`src/hw/rtl/ewmn_pkg.sv`:
```
package ewmn_pkg;

  localparam int MAX_NEIGHBOURS = 5;
  localparam int MAX_NODES      = 64;
  localparam int ID_REGS        = 5;
  localparam int EFF_MAX        = (MAX_NEIGHBOURS < ID_REGS) ? MAX_NEIGHBOURS : ID_REGS;

  localparam int ID_W    = 6;
  localparam int VAL_W   = 32;
  localparam int CNT_W   = 3;
  localparam int SLOT_W  = $clog2(ID_REGS);
  localparam int NODE_W  = $clog2(MAX_NODES + 1) > ID_W ? $clog2(MAX_NODES + 1) : ID_W + 1;

  // pending-result vector: one bit per DOWN slot, then UP, DONE, ERR
  localparam int PEND_W    = ID_REGS + 3;
  localparam int PEND_UP   = ID_REGS;
  localparam int PEND_DONE = ID_REGS + 1;
  localparam int PEND_ERR  = ID_REGS + 2;
  localparam int PIDX_W    = $clog2(PEND_W);

  // register index codes
  localparam logic [2:0] REG_NCOUNT = 3'd0;
  localparam logic [2:0] REG_ID_A   = 3'd1;
  localparam logic [2:0] REG_ID_B   = 3'd2;
  localparam logic [2:0] REG_ID_C   = 3'd3;
  localparam logic [2:0] REG_ID_D   = 3'd4;
  localparam logic [2:0] REG_ID_E   = 3'd5;
  localparam logic [2:0] REG_INIT   = 3'd6;
  localparam logic [2:0] REG_LOCAL  = 3'd7;

  localparam logic CMD_START = 1'b0;
  localparam logic CMD_MSG   = 1'b1;

  localparam logic TAG_DOWN = 1'b0;
  localparam logic TAG_UP   = 1'b1;

  localparam logic [1:0] KIND_MSG  = 2'd0;
  localparam logic [1:0] KIND_DONE = 2'd1;
  localparam logic [1:0] KIND_ERR  = 2'd2;

  typedef logic [ID_REGS-1:0][ID_W-1:0] id_arr_t;

  typedef struct packed {
    logic [CNT_W-1:0]        count;
    id_arr_t                 ids;
    logic                    init;
    logic signed [VAL_W-1:0] local_value;
  } cfg_t;

  typedef struct packed {
    logic [PEND_W-1:0]       pend;
    logic [ID_W-1:0]         aux_dest;
    logic signed [VAL_W-1:0] value;
  } plan_t;

endpackage

```
`src/hw/rtl/ewmn_core.sv`:
```
module ewmn_core
  import ewmn_pkg::*;
(
  input  logic                    clk,
  input  logic                    rst_n,
  input  logic                    fire,
  input  logic                    command,
  input  logic [ID_W-1:0]         source_id,
  input  logic signed [VAL_W-1:0] msg_value,
  input  cfg_t                    cfg,
  output plan_t                   plan
);

  logic                    active_r, active_nxt;
  logic                    known_r, known_nxt;
  logic [CNT_W-1:0]        count_r, count_nxt;
  logic [SLOT_W-1:0]       parent_r, parent_nxt;
  logic signed [VAL_W-1:0] min_r, min_nxt;

  logic [CNT_W-1:0]  n_eff;
  logic              found;
  logic [SLOT_W-1:0] slot;
  logic [ID_W-1:0]   pid;
  logic              in_range;

  always_comb begin
    n_eff = (cfg.count > CNT_W'(EFF_MAX)) ? CNT_W'(EFF_MAX) : cfg.count;
    in_range = {{(NODE_W-ID_W){1'b0}}, source_id} < NODE_W'(MAX_NODES);
    // scan downward so the lowest matching slot wins
    found = 1'b0;
    slot  = '0;
    for (int i = ID_REGS - 1; i >= 0; i--) begin
      if (CNT_W'(i) < n_eff && cfg.ids[i] == source_id && in_range) begin
        found = 1'b1;
        slot  = SLOT_W'(i);
      end
    end
    pid = cfg.ids[slot];
  end

  always_comb begin
    active_nxt = active_r;
    known_nxt  = known_r;
    count_nxt  = count_r;
    parent_nxt = parent_r;
    min_nxt    = min_r;
    plan       = '0;
    plan.value = min_r;
    if (command == CMD_START) begin
      count_nxt  = '0;
      parent_nxt = '0;
      known_nxt  = 1'b0;
      min_nxt    = cfg.local_value;
      active_nxt = 1'b1;
      plan.value = cfg.local_value;
      if (n_eff == '0) begin
        plan.pend[PEND_DONE] = 1'b1;
        active_nxt = 1'b0;
      end else if (cfg.init) begin
        for (int i = 0; i < ID_REGS; i++) begin
          plan.pend[i] = CNT_W'(i) < n_eff;
        end
      end
    end else if (active_r) begin
      if (!found) begin
        plan.pend[PEND_ERR] = 1'b1;
        plan.aux_dest       = source_id;
        active_nxt          = 1'b0;
      end else begin
        if (msg_value < min_r) begin
          min_nxt    = msg_value;
          plan.value = msg_value;
        end
        if (!cfg.init && !known_r) begin
          parent_nxt = slot;
          known_nxt  = 1'b1;
          for (int i = 0; i < ID_REGS; i++) begin
            plan.pend[i] = CNT_W'(i) < n_eff && cfg.ids[i] != pid;
          end
        end
        count_nxt = count_r + CNT_W'(1);
        if (count_nxt >= n_eff) begin
          if (!cfg.init && known_nxt) begin
            plan.pend[PEND_UP] = 1'b1;
            plan.aux_dest      = cfg.ids[parent_nxt];
          end
          plan.pend[PEND_DONE] = 1'b1;
          active_nxt = 1'b0;
        end
      end
    end
  end

  always_ff @(posedge clk) begin
    if (!rst_n) begin
      active_r <= 1'b0;
      known_r  <= 1'b0;
      count_r  <= '0;
      parent_r <= '0;
      min_r    <= '0;
    end else if (fire) begin
      active_r <= active_nxt;
      known_r  <= known_nxt;
      count_r  <= count_nxt;
      parent_r <= parent_nxt;
      min_r    <= min_nxt;
    end
  end

endmodule

```
`src/hw/rtl/ewmn_emit.sv`:
```
module ewmn_emit
  import ewmn_pkg::*;
(
  input  logic                    clk,
  input  logic                    rst_n,
  input  logic                    plan_load,
  input  plan_t                   plan,
  input  id_arr_t                 ids,
  output logic                    plan_take,
  output logic                    out_valid,
  input  logic                    out_ready,
  output logic [1:0]              out_kind,
  output logic [ID_W-1:0]         out_dest,
  output logic                    out_tag,
  output logic signed [VAL_W-1:0] out_value,
  output logic                    out_last
);

  logic [PEND_W-1:0]       pend_r, pend_nxt;
  logic [ID_W-1:0]         aux_r;
  logic signed [VAL_W-1:0] value_r;

  logic                    valid_r;
  logic [1:0]              kind_r;
  logic [ID_W-1:0]         dest_r;
  logic                    tag_r;
  logic signed [VAL_W-1:0] oval_r;
  logic                    last_r;

  logic              pend_any;
  logic              out_load;
  logic [PIDX_W-1:0] idx;
  logic [PEND_W-1:0] pend_left;
  logic [1:0]        sel_kind;
  logic [ID_W-1:0]   sel_dest;

  always_comb begin
    pend_any = |pend_r;
    idx = '0;
    for (int i = PEND_W - 1; i >= 0; i--) begin
      if (pend_r[i]) idx = PIDX_W'(i);
    end
    pend_left = pend_r & ~(PEND_W'(1) << idx);
    out_load  = pend_any && (!valid_r || out_ready);
    plan_take = !pend_any || (out_load && pend_left == '0);

    if (idx < PIDX_W'(ID_REGS)) begin
      sel_kind = KIND_MSG;
      sel_dest = ids[SLOT_W'(idx)];
    end else if (idx == PIDX_W'(PEND_UP)) begin
      sel_kind = KIND_MSG;
      sel_dest = aux_r;
    end else if (idx == PIDX_W'(PEND_DONE)) begin
      sel_kind = KIND_DONE;
      sel_dest = '0;
    end else begin
      sel_kind = KIND_ERR;
      sel_dest = aux_r;
    end

    pend_nxt = pend_r;
    if (plan_take) begin
      pend_nxt = plan_load ? plan.pend : '0;
    end else if (out_load) begin
      pend_nxt = pend_left;
    end
  end

  always_ff @(posedge clk) begin
    if (!rst_n) begin
      pend_r  <= '0;
      valid_r <= 1'b0;
    end else begin
      pend_r <= pend_nxt;
      if (out_load) begin
        valid_r <= 1'b1;
      end else if (out_ready) begin
        valid_r <= 1'b0;
      end
    end
  end

  always_ff @(posedge clk) begin
    if (plan_take && plan_load) begin
      aux_r   <= plan.aux_dest;
      value_r <= plan.value;
    end
    if (out_load) begin
      kind_r <= sel_kind;
      dest_r <= sel_dest;
      tag_r  <= (idx == PIDX_W'(PEND_UP)) ? TAG_UP : TAG_DOWN;
      oval_r <= value_r;
      last_r <= pend_left == '0;
    end
  end

  assign out_valid = valid_r;
  assign out_kind  = kind_r;
  assign out_dest  = dest_r;
  assign out_tag   = tag_r;
  assign out_value = oval_r;
  assign out_last  = last_r;

  a_err_last: assert property (@(posedge clk) disable iff (!rst_n)
    valid_r && kind_r == KIND_ERR |-> last_r)
    else $error("error result not last");

  a_done_last: assert property (@(posedge clk) disable iff (!rst_n)
    valid_r && kind_r == KIND_DONE |-> last_r)
    else $error("done report not last");

  a_up_then_done: assert property (@(posedge clk) disable iff (!rst_n)
    valid_r && kind_r == KIND_MSG && tag_r == TAG_UP |-> !last_r && pend_r[PEND_DONE])
    else $error("UP message not followed by done");

  a_err_alone: assert property (@(posedge clk) disable iff (!rst_n)
    pend_r[PEND_ERR] |-> $onehot(pend_r))
    else $error("error pending with other results");

endmodule

```
`src/hw/rtl/echo_wave_min_node_unit.sv`:
```
// Echo-wave minimum node: one request in, zero to five results out.
// A request is registered on input; its results are registered on output.
// Throughput: one request per cycle while out_tready is high and each yields at
// most one result; a request with more results holds the result emitter.
// Reset (rst_n low, synchronous): run idle, minimum 0, neighbour_count 1,
// other registers 0, no results pending.
module echo_wave_min_node_unit
  import ewmn_pkg::*;
(
  input  logic        clk,
  input  logic        rst_n,
  input  logic        cfg_we,
  input  logic [2:0]  cfg_index,
  input  logic [31:0] cfg_wdata,
  input  logic        in_tvalid,
  output logic        in_tready,
  input  logic [39:0] in_tdata,   // source_id[5:0], msg_value[37:6], zero pad
  input  logic [1:0]  in_tuser,   // command[0], msg_tag[1]
  output logic        out_tvalid,
  input  logic        out_tready,
  output logic [39:0] out_tdata,  // dest_id[5:0], out_value[37:6], zero pad
  output logic [2:0]  out_tuser,  // kind[1:0], out_tag[2]
  output logic        out_tlast
);

  cfg_t cfg_r;

  logic                    in_valid_r;
  logic                    cmd_r;
  logic [ID_W-1:0]         src_r;
  logic signed [VAL_W-1:0] mval_r;

  logic                    fire;
  logic                    plan_take;
  plan_t                   plan;
  logic [1:0]              o_kind;
  logic [ID_W-1:0]         o_dest;
  logic                    o_tag;
  logic signed [VAL_W-1:0] o_value;

  always_ff @(posedge clk) begin
    if (!rst_n) begin
      cfg_r <= '{count: CNT_W'(1), ids: '0, init: 1'b0, local_value: '0};
    end else if (cfg_we) begin
      unique case (cfg_index)
        REG_NCOUNT: cfg_r.count       <= cfg_wdata[CNT_W-1:0];
        REG_ID_A:   cfg_r.ids[0]      <= cfg_wdata[ID_W-1:0];
        REG_ID_B:   cfg_r.ids[1]      <= cfg_wdata[ID_W-1:0];
        REG_ID_C:   cfg_r.ids[2]      <= cfg_wdata[ID_W-1:0];
        REG_ID_D:   cfg_r.ids[3]      <= cfg_wdata[ID_W-1:0];
        REG_ID_E:   cfg_r.ids[4]      <= cfg_wdata[ID_W-1:0];
        REG_INIT:   cfg_r.init        <= cfg_wdata[0];
        REG_LOCAL:  cfg_r.local_value <= cfg_wdata;
        default: ;
      endcase
    end
  end

  // process the held request once the emitter can take its results
  assign fire      = in_valid_r && plan_take;
  assign in_tready = !in_valid_r || fire;

  always_ff @(posedge clk) begin
    if (!rst_n) begin
      in_valid_r <= 1'b0;
    end else if (in_tready) begin
      in_valid_r <= in_tvalid;
    end
  end

  always_ff @(posedge clk) begin
    if (in_tready && in_tvalid) begin
      cmd_r  <= in_tuser[0];
      src_r  <= in_tdata[ID_W-1:0];
      mval_r <= in_tdata[ID_W+VAL_W-1:ID_W];
    end
  end

  ewmn_core u_core (
    .clk       (clk),
    .rst_n     (rst_n),
    .fire      (fire),
    .command   (cmd_r),
    .source_id (src_r),
    .msg_value (mval_r),
    .cfg       (cfg_r),
    .plan      (plan)
  );

  ewmn_emit u_emit (
    .clk       (clk),
    .rst_n     (rst_n),
    .plan_load (fire),
    .plan      (plan),
    .ids       (cfg_r.ids),
    .plan_take (plan_take),
    .out_valid (out_tvalid),
    .out_ready (out_tready),
    .out_kind  (o_kind),
    .out_dest  (o_dest),
    .out_tag   (o_tag),
    .out_value (o_value),
    .out_last  (out_tlast)
  );

  assign out_tdata = {2'b00, o_value, o_dest};
  assign out_tuser = {o_tag, o_kind};

endmodule
```
`config.mk`:
```
export PLATFORM = sky130hd
export DESIGN_NAME = echo_wave_min_node_unit
export DESIGN_NICKNAME = d
export VERILOG_FILES = /design/src/hw/rtl/ewmn_pkg.sv /design/src/hw/rtl/ewmn_core.sv /design/src/hw/rtl/ewmn_emit.sv /design/src/hw/rtl/echo_wave_min_node_unit.sv
export SDC_FILE = /design/constraint.sdc
export NUM_CORES = 1
export LEC_CHECK = 0
export BUFFER_PORTS_ARGS = -buffer_cell sky130_fd_sc_hd__buf_4
export CAP_MARGIN = 5
export CORE_MARGIN = 2
export CORE_UTILIZATION = 59
export CTS_CLUSTER_DIAMETER = 150
export DETAILED_ROUTE_END_ITERATION = 10
export HOLD_SLACK_MARGIN = 0.15
export PLACE_DENSITY = 0.78
export SLEW_MARGIN = 40
export SYNTH_ARGS = -nofsm -noshare
export SYNTH_HDL_FRONTEND = slang
export SYNTH_SLANG_ARGS = --single-unit
```
`constraint.sdc`:
```
create_clock -name clk -period 4.55 [get_ports clk]
set_input_delay 0.455 -clock clk [delete_from_list [all_inputs] [get_ports clk]]
set_output_delay 0.455 -clock clk [all_outputs]
set_load 0.02 [all_outputs]
```
# == Word level (Yosys, flattened, before mapping) ==
# Cells that the tools add are included.
# classes
addsub,1
mul,0
div_mod_pow,0
n_lt_le_gt_ge,12
eq_ne,21
shift,1
muxes,78
n_bitwise,2
n_reduce_logical,43
# ops
operator,n
two-way mux 32 bit,5
two-way mux 3 bit,24
binary-select mux 6 bit (select 3 bit),3
two-way mux 6 bit,9
two-way mux 46 bit,1
less-than comparator 32 bit,1
equality test 6 bit,5
!= test 6 bit,5
two-way mux 1 bit,26
two-way mux 8 bit,3
two-way mux 5 bit,4
AND reduction 2 bit,10
equality test 3 bit (second input constant),6
logical AND 1 bit,17
less-than comparator 3 x 4 -> 1 bit (second input constant),3
bitwise AND 8 bit,1
logical NOT 8 bit,1
NOT 8 bit,1
OR reduction 8 bit,1
left shift 1 x 3 -> 8 bit (first input constant),1
two-way mux 7 bit,1
equality test 3 x 2 -> 1 bit (second input constant),2
logical NOT 3 bit,2
less-than comparator 1 x 3 -> 1 bit (first input constant),2
14 further kinds,24
# word_totals
regBits,235
latch_bits,0
ram_bits,0
romBits,0
input_bits,82
out_inout_bits,46
word_cells,184
n_memories,0

# == Longest topological paths before layout ==
# logic_depth
depth_word,22
mapped_depth,13

# == Cells and area by module ==
# Synthesis repeated with hierarchy kept, for this count alone.
# unflattened
cells_unflattened,1202
hier_area_um2,12404.4
# by_module_without_submodules
mod,instances,cells_per_inst,area_each_um2,seq_area_each_um2
ewmn_core,1,693,5270.1,800.8
echo_wave_min_node_unit,1,309,3837.4,2512.4
ewmn_emit,1,200,3296.9,2582.5

# == Worst setup path after synthesis ==
# OpenSTA, ideal clock, no wires.
# synth_path
path_kind,register -> register
from,register u_emit.pend_r[1]
to,register cmd_r (enable)
setup_time_ns,0.400
arrival_time_ns,3.030
path_slack_ns,1.120
stages_incl_launch_ff,9
cell_sequence,dfxtp_1 > clkbuf_1 > or2_1 > nor3_2 > o2111ai_1 > a21oi_1 > o221ai_1 > o21ai_0 > and2_1
# synth_between
elab_chain_cells,11
word_cells_on_any_way,14
classes_between,shift (1); mux (2); bitwise (2); reduce/logical (9)
# synth_lines
element,line_no,text
from (decl),ewmn_emit.sv:19,"logic [PEND_W-1:0] pend_r, pend_nxt;"
from (signal assigned),ewmn_emit.sv:74,pend_r <= pend_nxt;
two-way mux 3 bit (2 in a row),ewmn_emit.sv:41,if (pend_r[i]) idx = PIDX_W'(i);
left shift 1 x 3 -> 8 bit,ewmn_emit.sv:43,pend_left = pend_r & ~(PEND_W'(1) << idx);
NOT 8 bit,ewmn_emit.sv:43,
bitwise AND 8 bit,ewmn_emit.sv:43,
logical NOT 8 bit,ewmn_emit.sv:45,plan_take = !pend_any || (out_load && pend_left == '0);
logical AND 1 bit,ewmn_emit.sv:45,
logical OR 1 bit *,ewmn_emit.sv:45,
logical AND 1 bit *,echo_wave_min_node_unit.sv:60,assign fire = in_valid_r && plan_take;
logical OR 1 bit *,echo_wave_min_node_unit.sv:61,assign in_tready = !in_valid_r || fire;
named net in_tready,echo_wave_min_node_unit.sv:16,"output logic in_tready,"
logical AND 1 bit *,echo_wave_min_node_unit.sv:72,if (in_tready && in_tvalid) begin
to (signal assigned),echo_wave_min_node_unit.sv:73,cmd_r <= in_tuser[0];
to (decl),echo_wave_min_node_unit.sv:29,logic cmd_r;
# The timed path passes the listed nets; every way through them passes the cells marked *.
# A chain may end at the register's enable or synchronous reset.

# == Worst setup path in the final report ==
# layout_path
from,register u_emit.pend_r[1]
to,register u_core.min_r[14]
# layout_between
elab_chain_cells,10
word_cells_on_any_way,13
classes_between,shift (1); mux (2); bitwise (2); reduce/logical (8)
# layout_lines
element,line_no,text
two-way mux 3 bit (2 in a row),ewmn_emit.sv:41,
left shift 1 x 3 -> 8 bit,ewmn_emit.sv:43,
NOT 8 bit,ewmn_emit.sv:43,
bitwise AND 8 bit,ewmn_emit.sv:43,
logical NOT 8 bit,ewmn_emit.sv:45,
logical AND 1 bit,ewmn_emit.sv:45,
logical OR 1 bit *,ewmn_emit.sv:45,
logical AND 1 bit *,echo_wave_min_node_unit.sv:60,
AND reduction 2 bit (no line) *,n/a,
to (signal assigned),ewmn_core.sv:106,min_r <= min_nxt;
to (decl),ewmn_core.sv:18,"logic signed [VAL_W-1:0] min_r, min_nxt;"
# Mark *: on every way between the ends. The rest lies on a longest branch, timed or not.

==> results.py <==
metrics = {
    "layout": {
        "fill_cells": 1456,
        "final_nets": 1403,
        "diodes": 0,
        "utilization_pct": 70.81,
        "syn_to_final_growth_pct": 18.53,
        "drive_above_1_share_pct": 16.08,
    },
    "min_path": {
        "min_path_type": "primary input to register",
        "whs_path_depth": 3,
    },
    "yosys": {
        "netlist_top_cells_count": "119 x edfxtp_1, 116 x dfxtp_1, 112 x nand2_1",
        "yosysMostFrequentCell": "edfxtp_1",
        "netlist_area_sq_um": 12010,
        "ys_async_sr_fraction_pct": 0,
        "synth_top_area_share_pct": 29.75,
        "synth_ff_type": "edfxtp_1",
        "synth_top_cell_by_area": "edfxtp_1",
        "synth-edff-count": 119,
        "synth_area_leaders": "edfxtp_1 30%, dfxtp_1 19%, mux2i_1 6.0%, ha_1 3.6%, nand2_1 3.5%",
        "synth_cell_types": 73,
        "synth_seq_area_share_pct": 49.09,
        "synth.avg_cell_area_sq_um": 10.27,
        "netlist_instances": 1169,
        "yosys_warnings": 0,
        "ys_ff_latch": 235,
    },
    "power_and_ir_drop": {
        "seqPwrFrac_pct": 49.6,
        "pwr-share-comb_pct": 7.5,
        "p_int_mw": 3.632,
        "irDropWorstVdd_mv": 0.3058,
        "powerDensity_nw_per_um2": 332.1,
        "p_switching_mw": 1.097,
        "swShare_pct": 23.19,
        "clkPwrFrac_pct": 42.9,
        "p_leak_nw": 5.634,
    },
    "placement": {
        "place_hpwl_mm": 21.10,
        "port_buffers": 122,
        "gp_congestion": 0.9743,
        "preCtsSetupSlack_ns": 0.8582,
    },
    "setup_path": {
        "crit_chain": "or2_1 > nor3_2 > o2111ai_1 > a21oi_1 > o221ai_1 > or3_1 > inv_2 > o21ai_0 > a22o_1 > buf_4 > a221o_1",
        "required_ns": 4.96,
        "critPathMaxStageDelay_ns": 0.50,
        "path_delay_family": "compound AO/OA/AOI/OAI gates",
        "end_kind": "register",
        "crit_buf_inv": 2,
        "cp_num_cells": 11,
        "cpMaxStageDelayCell": "or3_1",
        "critPathMaxFanout": 32,
        "critPathKind": "register to register",
        "rr_worst_depth": 11,
        "startpoint_type": "register",
        "cp.arrival_ns": 4.12,
    },
    "cts": {
        "post_cts_buffers": 0,
        "htreeDepth": 1,
        "clock_latency_ns": 0.53,
        "cts_buffer_depth": 3,
        "cts_tree": "yes",
        "clk_pin_slew_worst_paths_ns": 0.06,
        "hold_buffers": 39,
        "cts.sinks": 235,
        "ctsResizeCount": 0,
        "root_buffer": "clkbuf_16",
        "cts_made_buffers": 26,
    },
    "global_route": {
        "grt_pass1_vias": 9077,
        "grt_max_degree": 90,
        "grt_pass1_wl_mm": 50.31,
        "grt_busiest_layer": "met2",
        "antenna_found_initial": 0,
        "grt_use_met2_pct": 50.49,
        "gr-total-overflow": 0,
        "grtUsageTotal_pct": 29.56,
        "met1_usage_pct": 39.27,
        "use_met3_pct": 3.438,
    },
    "routing": {
        "ant_nets": 0,
        "wl_per_cell_um": 20.50,
        "wirelength_mm": 32.31,
        "vias_per_cell": 5.989,
        "drt_iter0_drc": 944,
        "dr.pass1.iters": 6,
        "dr_total_vias": 9438,
        "drc": 0,
    },
    "die": {
        "initial_core_util_pct": 59.74,
        "coreArea_sq_um": 20100,
        "die_x_um": 146.7,
        "die-area_sq_um": 21510,
        "rows": 52,
        "io_pins": 128,
        "die_h_um": 146.7,
    },
    "timing": {
        "rsz0062_at_grt": "no",
        "hold_violations": 0,
        "fmax_mhz": 269.2,
        "post-route-min-period_ns": 3.714,
        "period_share_pct": 81.64,
        "skew_ns": 0.01392,
        "final-setup-viol-count": 0,
        "setup_ws_ns": 0.8356,
        "slew_viol_final": 0,
        "holdWs_ns": 0.1842,
        "tns_ns": 0,
        "worst_pin_slew_ns": 0.8815,
        "slew_headroom_pct": 41.11,
    },
    "outcome": {
        "status": "finished, final reports clean",
    },
    "flow_run": {
        "drv_cap": 0,
    },
}
routing by layer:
| metal | share of wire [%] | vias up |
|---|---|---|
| met5 | 0 | - |
| met4 | 3.0 | 0 |
| met1 | 41 | 4514 |
| met2 | 49 | 375 |
| met3 | 6.3 | 69 |
| li1 | - | 4480 |
flip-flops by register name (all words and copies together), names as in the netlist:
signal,count
u_emit.value_r,32
cmd_r,1
cfg_r,66
u_core.min_r,32
u_core.count_r,3
src_r,6
in_valid_r,1
u_emit.out_last,1
u_emit.pend_r,8
u_emit.out_value,32
u_emit.aux_r,6
u_core.known_r,1
mval_r,32
u_emit.out_valid,1
u_core.active_r,1
u_emit.out_kind,2
u_emit.out_tag,1
u_core.parent_r,3
u_emit.out_dest,6
path summary, 6_finish.rpt:
kind                          to  slack, ns         startpoint
max             u_core.min_r[14]       0.84   u_emit.pend_r[1]
min reg2reg  u_emit.out_value[3]       0.42  u_emit.value_r[3]
min                    cfg_r[19]       0.18      cfg_wdata[19]
max reg2reg     u_core.min_r[14]       0.84   u_emit.pend_r[1]
cell families after synthesis:
| kind of cell | synth area share [%] |
|---|---|
| AOI/OAI and AO/OA | 16.66 |
| xor gates and xnor gates | 3.792 |
| adders and majority gates | 3.646 |
| buffers and inverters | 5.042 |
| DFF | 49.09 |
| muxes | 6.469 |
| other | 0.03122 |
| and+or+nand+nor | 15.27 |
worst register-to-register path, cell delays in order, from the launching register on:
cell	delay, ns
dfxtp_1	0.39
or2_1	0.28
nor3_2	0.36
o2111ai_1	0.22
a21oi_1	0.19
o221ai_1	0.16
or3_1	0.50
inv_2	0.40
o21ai_0	0.17
a22o_1	0.25
buf_4	0.26
a221o_1	0.42
layout make-up:
cell class	instances	area [sq um]	share of cell area, %
flip-flops and latches	235	5896	41.41
multi-input cells	801	5560	39.06
repair buffers	180	1453	10.20
clock buffers	38	777.0	5.458
well taps	270	337.8	2.373
inverters	42	157.7	1.107
clock inverters	10	55.05	0.3867
layout by cell type, fill, tap and decap left out, types with 39 or more instances in the layout:
cell type	synthesis	final
a21boi_0	40	40
a21oi_1	66	66
buf_4	6	140
dfxtp_1	116	116
dlygate4sd3_1	0	39
edfxtp_1	119	119
inv_1	41	41
mux2i_1	72	72
nand2_1	112	112
nor2_1	73	72
nor2b_1	44	44
stage by stage:
| step | instance area (sq um) | cells | total power [mW] |
|---|---|---|---|
| floorplan | 12010 | 1170 | 2.567 |
| global placement | 13000 | 1489 | 2.700 |
| detailed placement | 13000 | 1489 | 2.708 |
| CTS | 14220 | 1576 | 4.747 |
| global route | 14240 | 1576 | 4.859 |
| finish | 14240 | 1576 | 4.729 |
power groups by stage:
stage / Clock [mW] / Combinational [mW] / Sequential (mW)
floorplan: 0 / 0.207 / 2.36
global placement: 0 / 0.312 / 2.39
detailed placement: 0 / 0.319 / 2.39
CTS: 2.05 / 0.350 / 2.34
global route: 2.12 / 0.385 / 2.35
finish: 2.03 / 0.353 / 2.35
No activity file was read; power rests on OpenSTA's default activity.
